`config.mk`:
```
export PLATFORM = sky130hd
export DESIGN_NAME = unordered_set_table
export DESIGN_NICKNAME = d
export VERILOG_FILES = /design/src/sv/ust_pkg.sv /design/src/sv/unordered_set_table.sv
export SDC_FILE = /design/constraint.sdc
export NUM_CORES = 2
export LEC_CHECK = 0
export BUFFER_PORTS_ARGS = -buffer_cell sky130_fd_sc_hd__buf_2
export CORE_MARGIN = 8
export CORE_UTILIZATION = 63
export CTS_CLUSTER_DIAMETER = 100
export DETAILED_ROUTE_END_ITERATION = 8
export PLACE_DENSITY_LB_ADDON = 0.3
export SYNTH_ARGS = -nofsm -noshare
export SYNTH_HDL_FRONTEND = slang
export SYNTH_SLANG_ARGS = --single-unit
```
`constraint.sdc`:
```
create_clock -name clock -period 7.6 [get_ports clock]
set_input_delay 0.76 -clock clock [delete_from_list [all_inputs] [get_ports clock]]
set_output_delay 0.76 -clock clock [all_outputs]
set_load 0.03 [all_outputs]
```
`src/sv/ust_pkg.sv`:
```
`default_nettype none
package ust_pkg;

   localparam int CAPACITY = 64;
   localparam int KEY_W = 32;
   localparam int MODE_W = 2;
   localparam int ENTRY_COUNT_W = 7;
   localparam int CNT_W = $clog2(CAPACITY + 1);
   localparam int IDX_W = (CAPACITY > 1) ? $clog2(CAPACITY) : 1;

   typedef logic signed [KEY_W-1:0] key_type;
   typedef logic [MODE_W-1:0] mode_type;
   typedef logic [ENTRY_COUNT_W-1:0] entry_count_type;
   typedef logic [CNT_W-1:0] count_type;
   typedef logic [IDX_W-1:0] index_type;

   localparam mode_type MODE_INSERT = 2'd0;
   localparam mode_type MODE_REMOVE = 2'd1;
   localparam mode_type MODE_QUERY = 2'd2;

endpackage
`default_nettype wire

```
`src/sv/unordered_set_table.sv`:
```
// Set of up to CAPACITY distinct signed 32-bit values, packed in a table in no order.
// Request channel (req_valid, req_stall, req_mode, req_key_value): one beat per
// operation, insert, remove or membership query.
// Response channel (rsp_valid, rsp_stall, rsp_succeeded, rsp_full_rejected,
// rsp_entry_count): exactly one beat per request, in request order.
// An operation scans the stored entries one per cycle through the single read port
// of the value memory, stopping at the first match. The scan ends after the last
// entry when the value is missing, earlier when it is found, and a remove that moves
// the last entry into the freed slot then passes through ST_FETCH_LAST and ST_MOVE.
// The block works on one request at a time: req_stall is high from the cycle after
// acceptance until the response is loaded into the output register.
// A response waits in the output register while rsp_stall is high; the next request
// is accepted meanwhile, and its response is held back until the register frees.
// Synchronous reset empties the set and drops any pending response; the memory
// needs no clearing, since only slots that have been written are ever read.
`default_nettype none
module unordered_set_table (
   input  wire logic                     clock,
   input  wire logic                     reset,
   input  wire logic                     req_valid,
   output logic                          req_stall,
   input  wire ust_pkg::mode_type        req_mode,
   input  wire ust_pkg::key_type         req_key_value,
   output logic                          rsp_valid,
   input  wire logic                     rsp_stall,
   output logic                          rsp_succeeded,
   output logic                          rsp_full_rejected,
   output ust_pkg::entry_count_type      rsp_entry_count
);
   import ust_pkg::*;

   localparam logic [2:0] ST_IDLE = 3'd0;
   localparam logic [2:0] ST_SCAN = 3'd1;
   localparam logic [2:0] ST_FETCH_LAST = 3'd2;
   localparam logic [2:0] ST_MOVE = 3'd3;
   localparam logic [2:0] ST_DONE = 3'd4;

   key_type mem [CAPACITY];

   logic [2:0] state_ff, state_in;
   count_type count_ff, count_in;
   count_type issue_ff, issue_in;
   count_type cmp_idx_ff, cmp_idx_in;
   logic cmp_valid_ff, cmp_valid_in;
   count_type slot_ff, slot_in;
   mode_type mode_ff, mode_in;
   key_type key_ff, key_in;
   logic ok_ff, ok_in;
   logic full_ff, full_in;
   key_type rd_data_ff;

   logic rsp_valid_ff, rsp_valid_in;
   logic rsp_succeeded_ff, rsp_succeeded_in;
   logic rsp_full_rejected_ff, rsp_full_rejected_in;
   entry_count_type rsp_entry_count_ff, rsp_entry_count_in;

   logic rd_en;
   index_type rd_addr;
   logic wr_en;
   index_type wr_addr;
   key_type wr_data;
   logic accept, hit, miss, load_rsp;
   count_type last_idx;

   assign accept = req_valid && !req_stall;
   assign last_idx = count_type'(count_ff - 1'b1);
   assign hit = cmp_valid_ff && (rd_data_ff == key_ff);
   assign miss = (count_ff == '0) || (cmp_valid_ff && !hit && (cmp_idx_ff == last_idx));
   assign load_rsp = (state_ff == ST_DONE) && (!rsp_valid_ff || !rsp_stall);

   always_comb begin
      state_in = state_ff;
      count_in = count_ff;
      issue_in = issue_ff;
      cmp_idx_in = cmp_idx_ff;
      cmp_valid_in = 1'b0;
      slot_in = slot_ff;
      mode_in = mode_ff;
      key_in = key_ff;
      ok_in = ok_ff;
      full_in = full_ff;
      rd_en = 1'b0;
      rd_addr = issue_ff[IDX_W-1:0];
      wr_en = 1'b0;
      wr_addr = count_ff[IDX_W-1:0];
      wr_data = key_ff;
      unique case (state_ff)
         ST_IDLE: begin
            if (accept) begin
               mode_in = req_mode;
               key_in = req_key_value;
               issue_in = '0;
               ok_in = 1'b0;
               full_in = 1'b0;
               state_in = ST_SCAN;
            end
         end
         ST_SCAN: begin
            if (hit || miss) begin
               state_in = ST_DONE;
               unique case (mode_ff)
                  MODE_INSERT: begin
                     if (!hit) begin
                        if (count_ff >= count_type'(CAPACITY)) begin
                           full_in = 1'b1;
                        end else begin
                           wr_en = 1'b1;
                           count_in = count_type'(count_ff + 1'b1);
                           ok_in = 1'b1;
                        end
                     end
                  end
                  MODE_REMOVE: begin
                     if (hit) begin
                        ok_in = 1'b1;
                        count_in = last_idx;
                        slot_in = cmp_idx_ff;
                        if (cmp_idx_ff != last_idx) begin
                           state_in = ST_FETCH_LAST;
                        end
                     end
                  end
                  MODE_QUERY: begin
                     ok_in = hit;
                  end
                  default: begin
                     ok_in = 1'b0;
                  end
               endcase
            end else begin
               rd_en = (issue_ff < count_ff);
               cmp_valid_in = rd_en;
               cmp_idx_in = issue_ff;
               if (rd_en) begin
                  issue_in = count_type'(issue_ff + 1'b1);
               end
            end
         end
         ST_FETCH_LAST: begin
            rd_en = 1'b1;
            rd_addr = count_ff[IDX_W-1:0];
            state_in = ST_MOVE;
         end
         ST_MOVE: begin
            wr_en = 1'b1;
            wr_addr = slot_ff[IDX_W-1:0];
            wr_data = rd_data_ff;
            state_in = ST_DONE;
         end
         ST_DONE: begin
            if (load_rsp) begin
               state_in = ST_IDLE;
            end
         end
         default: begin
            state_in = ST_IDLE;
         end
      endcase
   end

   always_comb begin
      rsp_valid_in = rsp_valid_ff && rsp_stall;
      rsp_succeeded_in = rsp_succeeded_ff;
      rsp_full_rejected_in = rsp_full_rejected_ff;
      rsp_entry_count_in = rsp_entry_count_ff;
      if (load_rsp) begin
         rsp_valid_in = 1'b1;
         rsp_succeeded_in = ok_ff;
         rsp_full_rejected_in = full_ff;
         rsp_entry_count_in = entry_count_type'(count_ff);
      end
   end

   always_ff @(posedge clock) begin
      if (wr_en) begin
         mem[wr_addr] <= wr_data;
      end
   end

   always_ff @(posedge clock) begin
      if (rd_en) begin
         rd_data_ff <= mem[rd_addr];
      end
   end

   always_ff @(posedge clock) begin
      if (reset) begin
         state_ff <= ST_IDLE;
         count_ff <= '0;
         cmp_valid_ff <= 1'b0;
         rsp_valid_ff <= 1'b0;
      end else begin
         state_ff <= state_in;
         count_ff <= count_in;
         cmp_valid_ff <= cmp_valid_in;
         rsp_valid_ff <= rsp_valid_in;
      end
   end

   always_ff @(posedge clock) begin
      issue_ff <= issue_in;
      cmp_idx_ff <= cmp_idx_in;
      slot_ff <= slot_in;
      mode_ff <= mode_in;
      key_ff <= key_in;
      ok_ff <= ok_in;
      full_ff <= full_in;
      rsp_succeeded_ff <= rsp_succeeded_in;
      rsp_full_rejected_ff <= rsp_full_rejected_in;
      rsp_entry_count_ff <= rsp_entry_count_in;
   end

   assign req_stall = (state_ff != ST_IDLE);
   assign rsp_valid = rsp_valid_ff;
   assign rsp_succeeded = rsp_succeeded_ff;
   assign rsp_full_rejected = rsp_full_rejected_ff;
   assign rsp_entry_count = rsp_entry_count_ff;

endmodule
`default_nettype wire

```
==> flow_summary.yaml <==
status:
  status: "completed"
clock_tree:
  ctsHoldBuffers: 0
  cts_resized: 0
  cts_sinks: 2157
  clk_path_buf_depth: 3
  clk_pin_slew_ns: 0.06
  root_buffer: "clkbuf_16"
  cts_tree: "built"
  htree_levels: 4
  clk-insertion-delay-late_ns: 0.84
  post_cts_buffers: 0
  cts_buffers: 198
drt:
  wire_per_inst_um: 32.0
  vias: 52400
  postRouteAntennaNets: 0
  first_iter_violations: 8968
  vias_per_cell: 6.88
  first_pass_iters: 8
  drt_wl_total_mm: 244
  route.detailed.drc: 0
global_route:
  grtUsageTotal_pct: 32.7
  grt_util_met3_pct: 11.0
  grtUsageMet2_pct: 49.2
  overflow: 0
  grtUsageMet1_pct: 44.3
  grt_antenna_before_repair: 18
  grt_busiest_layer: "met2"
  grt_pass1_vias: 49500
  grt_first_pass_wirelength_mm: 346
  grt_max_degree: 130
synthesis:
  ys_ff_latch: 2157
  synth_edf_count: 2145
  synth.top_cell.area_share_pct: 75.7
  syn-num-nets: 5656
  synth_most_common_cell: "edfxtp_1"
  async_reset_ff_share_pct: 0
  ys_seq_area_share_pct: 75.9
  syn_inst: 5608
  synthTopCellsByArea: "edfxtp_1, nand2_1, mux4_2"
  synth_warnings: 0
  synth.avg_cell_area_um2: 15.2
  synth_area_um2: 85100
  ys_top_cells_by_count: "edfxtp_1, nand2_1, nand3_1"
  yosys.area.top_type: "edfxtp_1"
  ys.flop_type: "edfxtp_1"
  synth_cell_types: 71
floorplanning:
  die_area_um2: 147000
  fp-row-count: 135
  core_area_um2: 135000
  num_io_pins: 49
  die_y_um: 384
  initial_core_util_pct: 63.2
  fp.dieW_um: 384
worst_setup_path:
  max_stage_delay_ns: 1.07
  critPathSlowestCell: "mux2i_4"
  rr_worst_depth: 9
  crit_fanout: 67
  cpMostUsedCell: "buf_4"
  path_class: "flip-flop to flip-flop"
  startpoint_type: "flip-flop"
  path_cells: "or3b_1 -> buf_4 -> mux2i_4 -> buf_12 -> buf_4 -> mux2i_1 -> a221oi_1 -> o21ai_0 -> nand4_1"
  cp.arrival_ns: 6.26
  worstPathRequired_ns: 8.21
  cp-end-kind: "flip-flop"
layout:
  multi_input_area_um2: 19100
  drive_gt1_share_pct: 12.9
  regArea_um2: 64700
  final_nets: 5732
  postLayoutCellArea_um2: 93800
  syn2layout_area_growth_pct: 10.2
  fill_cells: 8211
pwr:
  powerDensity_nw_per_um2: 291
  sw_frac_of_total_pct: 27.8
  irDropWorstVdd_v: 0.000247
  power_frac_comb_pct: 16.4
  leakage_nw: 31.2
  power_frac_clock_pct: 34.6
  power.internal_mw: 19.7
  p_seq_share_pct: 49.0
  p_switching_mw: 7.59
sta:
  worst_pin_slew_ns: 1.43
  fin_skew_ns: 0.0344
  fmax_ghz: 0.177
  hold_viol_final: 0
  period_minus_slack_ns: 5.65
  slew_headroom_pct: 4.37
  slew_viol_final: 0
  period_share_pct: 74.4
  setup_slack_ns: 1.95
  finalSetupViolCount: 0
  tns_ns: 0
  rsz0062_at_grt: "false"
job:
  maxCapViolations: 0
placed_design:
  finalWeightedCongestion: 0.906
  port_buffers: 48
  post_dp_cell_area_um2: 87700
  pre_cts_slack_ns: 2.26
  hpwlAfterDp_mm: 137
worst_hold_path:
  hold_depth: 1
  hold_path.class: "input port to flip-flop"
-- power groups by stage --
stage	logic, mW	registers (mW)	clock network, mW
floorplan	2.68	13.6	0
CTS	4.32	13.4	9.47
global route	4.65	13.4	9.90
global placement	4.20	13.6	0
detailed placement	4.28	13.7	0
finish	4.48	13.4	9.45
-- critical path: cells and delay by family, from the launching register on --
| family | cells | cell delay [ns] |
|---|---|---|
| AO/OA/AOI/OAI | 2 | 1.72 |
| AND/OR/NAND/NOR | 2 | 0.85 |
| buffers and inverters | 3 | 1.10 |
| flip-flops | 1 | 0.48 |
| multiplexers | 2 | 1.19 |
-- cell type report --
class | count | share of cell area (%)
Inverter | 13 | 0.0520
Clock inverter | 90 | 0.865
Sequential cell | 2157 | 68.9
Antenna cell | 7 | 0.0187
Timing Repair Buffer | 214 | 1.75
Clock buffer | 260 | 5.58
Tap cell | 1781 | 2.38
Multi-Input combinational cell | 3100 | 20.4
-- registers in the layout, indices dropped and copies added, names as in the netlist --
register	count
rsp_full_rejected	1
slot_ff	6
mode_ff	2
state_ff	3
issue_ff	7
count_ff	7
key_ff	32
ok_ff	1
cmp_idx_ff	7
cmp_valid_ff	1
rsp_valid	1
full_ff	1
mem	2048
rsp_succeeded	1
rd_data_ff	32
rsp_entry_count	7
-- worst paths after layout --
| path | startpoint | to | slack [ns] |
|---|---|---|---|
| max | state_ff[1]$_SDFFE_PP0P_ | rd_data_ff[0]$_DFFE_PP_ | 1.95 |
| min | req_mode[0] | mode_ff[0]$_DFFE_PP_ | 0.12 |
| max reg2reg | state_ff[1]$_SDFFE_PP0P_ | rd_data_ff[0]$_DFFE_PP_ | 1.95 |
| min reg2reg | ok_ff$_SDFFCE_PN0P_ | rsp_succeeded$_DFFE_PP_ | 0.42 |
-- metal layers --
| metal | wire length, um | vias to the layer above | part of all wire (%) |
|---|---|---|---|
| met4 | 12000 | 14 | 4.9 |
| met1 | 84200 | 25900 | 35 |
| met2 | 109000 | 4239 | 45 |
| met3 | 38100 | 696 | 16 |
| li1 | - | 21600 | - |
| met5 | 98 | - | 0.040 |
-- logic make-up (layout without fill, tap and decap cells) --
family | after synthesis | after routing | synth area share [%]
other | 0 | 7 | 0
flip-flops | 2157 | 2157 | 75.9
adder cells (fa/ha/maj) | 10 | 10 | 0.147
buffers and inverters | 351 | 577 | 2.23
XOR/XNOR | 46 | 46 | 0.473
AO/OA/AOI/OAI | 574 | 574 | 4.64
AND/OR/NAND/NOR | 2229 | 2229 | 11.5
multiplexers | 241 | 241 | 5.08
-- placed cells by master (no fill, tap or decap), types with 8 or more instances in the layout --
master / count
o21ai_0: 56
buf_12: 12
or3_1: 8
clkinv_2: 30
mux4_2: 150
buf_4: 154
a311oi_1: 37
a31oi_1: 114
nand3_1: 372
and3_1: 189
xor2_1: 29
clkinv_1: 35
a21oi_1: 117
a221oi_1: 62
mux2i_1: 81
and4_1: 10
o22ai_1: 9
o2111ai_1: 30
inv_1: 12
dfxtp_1: 12
nor3_1: 19
a32oi_1: 21
clkbuf_16: 200
bufinv_16: 10
or4_1: 12
a22o_1: 9
edfxtp_1: 2145
nor3_2: 64
nand2_2: 29
nor2_1: 40
buf_2: 48
nand2_1: 1383
ha_1: 10
clkbuf_1: 60
nand4_1: 52
nor4_1: 9
a22oi_1: 27
a211oi_1: 38
xnor2_1: 17
-- stage by stage --
step | hold WS [ns] | util (%) | total power, mW | instances
floorplan | 0.400 | - | 16.3 | 5608
global placement | 0.406 | 65.1 | 17.8 | 7265
detailed placement | 0.405 | 65.1 | 17.9 | 7265
CTS | 0.0706 | 69.6 | 27.2 | 7615
global route | 0.0810 | 69.6 | 28.0 | 7615
finish | 0.115 | 69.6 | 27.3 | 7622
(Power assumes the default switching activity.)
